--- src/sv/alp_pkg.sv ---
// ----------------------------------------------------------------------------
// alp_pkg
// Shared types and codes for the address lease pool.
// ----------------------------------------------------------------------------
package alp_pkg;

  // Request actions
  typedef enum logic [1:0] {
    ACT_ASSIGN  = 2'd0,
    ACT_RELEASE = 2'd1,
    ACT_SWEEP   = 2'd2,
    ACT_SWEEP_X = 2'd3
  } action_e;

  // Result status codes
  typedef enum logic [2:0] {
    STAT_ASSIGNED  = 3'd0,
    STAT_EXHAUSTED = 3'd1,
    STAT_RELEASED  = 3'd2,
    STAT_NOT_FOUND = 3'd3,
    STAT_SWEPT     = 3'd4
  } status_e;

  // Register indexes (byte address = 4 * index)
  localparam int unsigned RegIdxW = 2;
  typedef enum logic [RegIdxW-1:0] {
    REG_POOL_BASE  = 2'd0,
    REG_POOL_COUNT = 2'd1,
    REG_LEASE_LEN  = 2'd2,
    REG_NONE       = 2'd3
  } reg_idx_e;

  localparam int unsigned AddrW       = 4;
  localparam int unsigned CountW      = 9;
  localparam logic [31:0] BaseReset   = 32'd0;
  localparam logic [8:0]  CountReset  = 9'd256;
  localparam logic [31:0] LeaseReset  = 32'd3600;

  // Engine states
  typedef enum logic [1:0] {
    ST_CLEAR,
    ST_IDLE,
    ST_ASSIGN,
    ST_SWEEP
  } state_e;

  typedef struct packed {
    logic [1:0]  action;
    logic [31:0] release_address;
    logic [31:0] now_seconds;
  } req_t;

  typedef struct packed {
    logic [31:0] granted_address;
    logic [2:0]  status;
  } res_t;

  // Configuration seen by the engine
  typedef struct packed {
    logic [31:0]       pool_base;
    logic [CountW-1:0] pool_count;
    logic [31:0]       lease_secs;
  } cfg_t;

  // One pool entry as stored in the lease memory
  typedef struct packed {
    logic        in_use;
    logic [31:0] stamp;
  } entry_t;

endpackage

--- src/sv/alp_regs.sv ---
// ----------------------------------------------------------------------------
// alp_regs
// APB register file: pool base, pool count and lease time.
// ----------------------------------------------------------------------------
module alp_regs (
  input  logic                       clk_i,
  input  logic                       rst_ni,
  input  logic                       psel,
  input  logic                       penable,
  input  logic                       pwrite,
  input  logic [alp_pkg::AddrW-1:0]  paddr,
  input  logic [31:0]                pwdata,
  output logic [31:0]                prdata,
  output logic                       pready,
  output alp_pkg::cfg_t              cfg_o
);

  alp_pkg::cfg_t cfg_q, cfg_d;
  alp_pkg::reg_idx_e idx;
  logic wr_en;

  assign idx    = alp_pkg::reg_idx_e'(paddr[alp_pkg::AddrW-1:2]);
  assign wr_en  = psel && penable && pwrite;
  assign pready = 1'b1;
  assign cfg_o  = cfg_q;

  // Write decode
  always_comb begin
    cfg_d = cfg_q;
    if (wr_en) begin
      case (idx)
        alp_pkg::REG_POOL_BASE:  cfg_d.pool_base  = pwdata;
        alp_pkg::REG_POOL_COUNT: cfg_d.pool_count = pwdata[alp_pkg::CountW-1:0];
        alp_pkg::REG_LEASE_LEN:  cfg_d.lease_secs = pwdata;
        default: ;
      endcase
    end
  end

  // Read mux
  always_comb begin
    case (idx)
      alp_pkg::REG_POOL_BASE:  prdata = cfg_q.pool_base;
      alp_pkg::REG_POOL_COUNT: prdata = 32'(cfg_q.pool_count);
      alp_pkg::REG_LEASE_LEN:  prdata = cfg_q.lease_secs;
      default:                 prdata = 32'd0;
    endcase
  end

  always_ff @(posedge clk_i or negedge rst_ni) begin
    if (!rst_ni) begin
      cfg_q.pool_base  <= alp_pkg::BaseReset;
      cfg_q.pool_count <= alp_pkg::CountReset;
      cfg_q.lease_secs <= alp_pkg::LeaseReset;
    end else begin
      cfg_q <= cfg_d;
    end
  end

endmodule

--- config.mk ---
export PLATFORM = sky130hd
export DESIGN_NAME = alp_regs
export DESIGN_NICKNAME = d
export VERILOG_FILES = /design/src/sv/alp_pkg.sv /design/src/sv/alp_regs.sv
export SDC_FILE = /design/constraint.sdc
export NUM_CORES = 1
export LEC_CHECK = 0
export BUFFER_PORTS_ARGS = -buffer_cell sky130_fd_sc_hd__buf_2
export CAP_MARGIN = 20
export CORE_MARGIN = 3
export CORE_UTILIZATION = 50
export DETAILED_ROUTE_END_ITERATION = 12
export GPL_TIMING_DRIVEN = 0
export PLACE_DENSITY = 0.82
export SETUP_SLACK_MARGIN = 0.3
export SYNTH_ARGS = -nofsm -noshare
export SYNTH_HDL_FRONTEND = slang
export SYNTH_SLANG_ARGS = --single-unit
--- constraint.sdc ---
create_clock -name clk_i -period 2.36 [get_ports clk_i]
set_clock_uncertainty 0.05 [all_clocks]
set_input_delay 0.118 -clock clk_i [delete_from_list [all_inputs] [get_ports clk_i]]
set_output_delay 0.118 -clock clk_i [all_outputs]
set_load 0.01 [all_outputs]
== Word level (Yosys, flattened, before mapping) ==
Index checks and enable logic that the tools add are counted.
Operators by class
  eq/ne operators: 2
  muxes and demuxes: 1
  reductions and logical operators: 6
Operators with widths (count)
  32-bit case mux with 3 select lines: 1
  2-bit AND reduction: 3
  2-bit by 1-bit == test with 1-bit output, second input constant: 1
  2-bit == test, second input constant: 1
  1-bit logical AND: 2
  2-bit logical NOT: 1
Storage, ports and cells
  register bits after elaboration: 73
  output and inout bits: 106
  logic and storage cells: 12

== Logic depth before layout (Yosys ltp) ==
  word-level depth: 3
  gate-level depth with buffers: 5
  depth with buffers taken out: 3

== Worst setup path before layout ==
OpenSTA, ideal clock, no wires.
  kind: input-to-reg
  start: input port paddr[3] in the netlist's numbering
  end: register cfg_q, in the netlist cfg_o[12]
  library setup time: 0.125 ns
  data arrival time: 1.127 ns
  path slack: 1.059 ns
  cell stages on the path: 4
  path through: buf_2 > nor3b_2 > buf_4 > mux2_2
Between the ends
  cells in the longest elaborated chain, start to end: 2
RTL lines
  start: declaration: line alp_regs.sv:11  | input logic [alp_pkg::AddrW-1:0] paddr,
  2-bit == test: line alp_regs.sv:31  | case (idx)
  2-bit AND reduction (no line)
  end signal: assignment: line alp_regs.sv:56  | cfg_q <= cfg_d;
  end: declaration: line alp_regs.sv:18  | alp_pkg::cfg_t cfg_q, cfg_d;
Every way passes these cells.
A chain may end at the register's enable or synchronous reset.

== Worst setup path after layout ==
  start: input port paddr[2] in the netlist's numbering
  end: output port prdata[20]
Between the ends
  cells in the longest elaborated chain, start to end: 2
RTL lines
  2-bit == test, or another cell as far along: line alp_regs.sv:42  | case (idx)
  32-bit case mux with 3 select lines *: line alp_regs.sv:42
  end: declaration: line alp_regs.sv:13  | output logic [31:0] prdata,
Every way passes the cells marked *; elsewhere a longest branch is shown, timed or not.

==> flow_metrics.py <==
metrics = {
    "synthesis": {
        "yosys_register_bits": 73,
        "synth.net_count": 283,
        "ys_seq_area_frac": 0.551,
        "synth.avg_cell_area_um2": 13.7,
        "post_synth_inst_count": 242,
        "ys_warn_count": 0,
        "netlist_area_um2": 3330,
        "ys_types": 19,
    },
    "global_route": {
        "number_of_antenna_violations_at_the_first_check_in_global_routing": 0,
        "globalRouteOverflowTotal": 0,
        "first_global_vias": 2679,
        "pin_count_of_the_biggest_net_entering_global_routing": 74,
        "grt_pass1_wl_um": 13500,
        "grt_usage": 0.230,
    },
    "timing": {
        "rsz0062_at_grt": "false",
        "max_clock_freq_mhz": 667,
        "min_period_ns": 1.50,
        "setup_total_negative_slack_ns": 0,
        "final.setup.worst_slack_ns": 0.862,
        "timing.slew.headroom": 0.396,
        "drv_slew": 0,
        "post-route-period-util": 0.635,
        "timing_hold_violations_final": 0,
        "timing.final.setup_violations": 0,
        "worst_slew_pin_slew_ns": 0.906,
    },
    "status": {
        "run_status": "finished, final reports clean",
    },
    "floorplan": {
        "io_pins": 147,
        "floorplan.initialDensity": 0.521,
        "dieArea_um2": 7670,
        "floorplan.core_area_um2": 6390,
        "die_height_um": 87.6,
        "die_x_um": 87.6,
        "rows": 29,
    },
    "placed_design": {
        "numPortBuffers": 141,
        "place.gp.congestion": 0.793,
        "detailed_place_hpwl_um": 5890,
        "setup_ws_pre_cts_ns": 0.807,
    },
    "clock_network": {
        "clk-insertion-delay-late_ns": 0.33,
        "clk_root_buffer_cell": "sky130_fd_sc_hd__clkbuf_8",
        "maximum_clock_path_buffer_count": 2,
        "clk_slew_on_worst_s_h_paths_ns": 0.07,
        "cts.repair_timing.setup_buffer_count": 0,
        "cts_sinks": 73,
        "cts-buffers-inserted": 9,
        "tritoncts": "built",
        "htree_depth": 3,
    },
    "routing": {
        "detailedRoute.firstIterationViolations": 73,
        "route.final.wire_length_um": 8610,
        "routedWlPerCell_um": 17.0,
        "dr_total_vias": 2630,
        "drt_drc_violations_left": 0,
        "drt-vias-per-instance": 5.18,
        "firstDrtPassIters": 4,
        "final_ant_viol_nets": 0,
    },
    "cells_and_area": {
        "layout.area.seq_um2": 1830,
        "fillerInstances": 478,
        "final_net_count": 468,
        "combined_area_of_the_multi_input_logic_cells_um2": 1390,
        "layout-drive-gt1-share": 0.568,
        "syn2layout_area_growth_pct": 39.0,
        "insertedDiodeCount": 0,
        "largest_register_ffs": 73,
    },
    "pwr": {
        "power_per_cell_area_nw_per_um2": 822,
        "leakagePower_nw": 2.40,
        "power.share.combinational": 0.314,
        "p_clk_frac": 0.215,
        "swShare": 0.319,
        "power_spent_charging_and_discharging_nets_mw": 1.21,
        "vdd_ir_drop_max_uv": 449,
        "seq_power_share": 0.471,
        "power.internal_mw": 2.59,
    },
    "critical_path": {
        "critical_path.startpoint_type": "input pin",
        "worst_path_largest_cell_delay_ns": 0.45,
        "timing.reg2reg.worst_path_depth": 1,
        "timing.critical_path.mode_cell": "sky130_fd_sc_hd__buf_2",
        "worst_setup_path_end_kind": "primary output",
        "cell_with_the_largest_stage_delay_on_the_worst_path": "sky130_fd_sc_hd__clkbuf_1",
        "worst-path-max-fanout": 10,
        "required_ns": 2.19,
        "regToRegSetupSlack_ns": 1.48,
        "rr_startpoint": "cfg_o[62]",
        "cp_top_family": "buffers and inverters",
        "critical_path.n_buffers_inverters": 4,
        "path_class": "input pin to primary output",
        "worst-endpoint-arrival_ns": 1.33,
        "crit_path_cell_trace": "buf_4 -> buf_2 -> clkbuf_1 -> nor2_1 -> buf_2",
        "reg2reg_to": "cfg_o[62]",
    },
    "min_path": {
        "hold-path-endpoint": "cfg_o[0]",
        "hold_depth": 3,
        "worst_hold_path_type": "input pin to register",
        "hold_start": "paddr[2]",
    },
    "run": {
        "drv_cap": 0,
    },
}
synth_stat cells:
cell type	n	share of area
sky130_fd_sc_hd__nor2b_1	1	0.0019
sky130_fd_sc_hd__mux2i_1	32	0.096
sky130_fd_sc_hd__buf_2	4	0.0060
sky130_fd_sc_hd__nor2_1	23	0.026
sky130_fd_sc_hd__nand2_1	9	0.010
sky130_fd_sc_hd__dfrtp_1	68	0.51
sky130_fd_sc_hd__or3b_1	1	0.0026
sky130_fd_sc_hd__mux2_1	2	0.0068
sky130_fd_sc_hd__mux2_2	62	0.21
sky130_fd_sc_hd__buf_6	1	0.0034
sky130_fd_sc_hd__clkbuf_1	4	0.0045
sky130_fd_sc_hd__mux2_4	9	0.041
sky130_fd_sc_hd__o21ai_0	9	0.014
sky130_fd_sc_hd__conb_1	1	0.0011
sky130_fd_sc_hd__nor3b_2	1	0.0038
sky130_fd_sc_hd__buf_4	8	0.018
sky130_fd_sc_hd__dfstp_2	5	0.039
sky130_fd_sc_hd__nor3_2	1	0.0030
sky130_fd_sc_hd__nand3_1	1	0.0015
stage by stage:
stage	utilization	power (mW)	std cells	hold slack, ns	cell area, µm²
after global placement	0.647	2.91	460	0.300	4130
after CTS	0.724	3.83	508	0.261	4620
final	0.724	3.80	508	0.261	4620
after floorplan	-	2.40	242	-0.228	3330
after global routing	0.724	4.04	508	0.271	4620
after detailed placement	0.647	2.97	460	0.243	4130
power groups by stage:
stage	logic, mW	clock network, mW	registers (mW)
CTS	1.20	0.835	1.79
detailed placement	1.15	0	1.81
global placement	1.12	0	1.79
global route	1.30	0.903	1.84
finish	1.19	0.817	1.79
floorplan	0.488	0	1.91
layer usage:
metal	GRT usage	wire length [µm]	up-vias
met1	0.273	3320	1306
met2	0.412	4660	92
met5	0	0	-
met3	0.0433	439	19
met4	0.0907	190	0
li1	-	-	1213
repair_timing:
| item | CTS | global route |
|---|---|---|
| resized for setup | 0 | 0 |
| hold buffers | 33 | 0 |
| endpoints found under the hold margin | 134 | 0 |
| setup endpoints to repair | 0 | 0 |
worst max path at each step:
stage | from | end | slack (ns) | cells past startpoint
final | paddr[2] | prdata[20] | 0.86 | 5
after global placement | rst_ni | cfg_o[2] | 0.76 | 1
after floorplan | paddr[3] | cfg_o[12] | 1.06 | 4
after CTS | paddr[2] | prdata[27] | 0.83 | 5
after detailed placement | pwrite | cfg_o[24] | 0.81 | 5
after global routing | paddr[2] | prdata[25] | 0.75 | 5
cell families after synthesis:
| logic type | Yosys count | synth area share |
|---|---|---|
| AND/OR/NAND/NOR | 37 | 0.0489 |
| flip-flops | 73 | 0.551 |
| buffers and inverters | 17 | 0.0320 |
| other | 1 | 0.00113 |
| multiplexers | 105 | 0.354 |
| AO/OA/AOI/OAI | 9 | 0.0135 |
cell usage in the layout, fill, tap and decap left out, types with 2 or more instances in the layout:
cell type / synthesis / routed
sky130_fd_sc_hd__clkinv_2: 0 / 2
sky130_fd_sc_hd__mux2_4: 9 / 9
sky130_fd_sc_hd__o21ai_0: 9 / 9
sky130_fd_sc_hd__buf_2: 4 / 144
sky130_fd_sc_hd__mux2_2: 62 / 62
sky130_fd_sc_hd__nor2_1: 23 / 23
sky130_fd_sc_hd__mux2_1: 2 / 2
sky130_fd_sc_hd__mux2i_1: 32 / 32
sky130_fd_sc_hd__buf_4: 8 / 9
sky130_fd_sc_hd__clkbuf_8: 0 / 10
sky130_fd_sc_hd__dfstp_2: 5 / 5
sky130_fd_sc_hd__dfrtp_1: 68 / 68
sky130_fd_sc_hd__clkbuf_1: 4 / 6
sky130_fd_sc_hd__nand2_1: 9 / 9
sky130_fd_sc_hd__dlygate4sd3_1: 0 / 33
layout make-up:
cell class / instances / area share
buffer: 17 / 0.0230
clock buffer: 12 / 0.0314
clock inverter: 3 / 0.00379
multi-input combinational: 152 / 0.300
sequential: 73 / 0.396
tap: 77 / 0.0208
timing repair buffer: 174 / 0.225
Note: power is estimated with default switching activity, not from simulation.
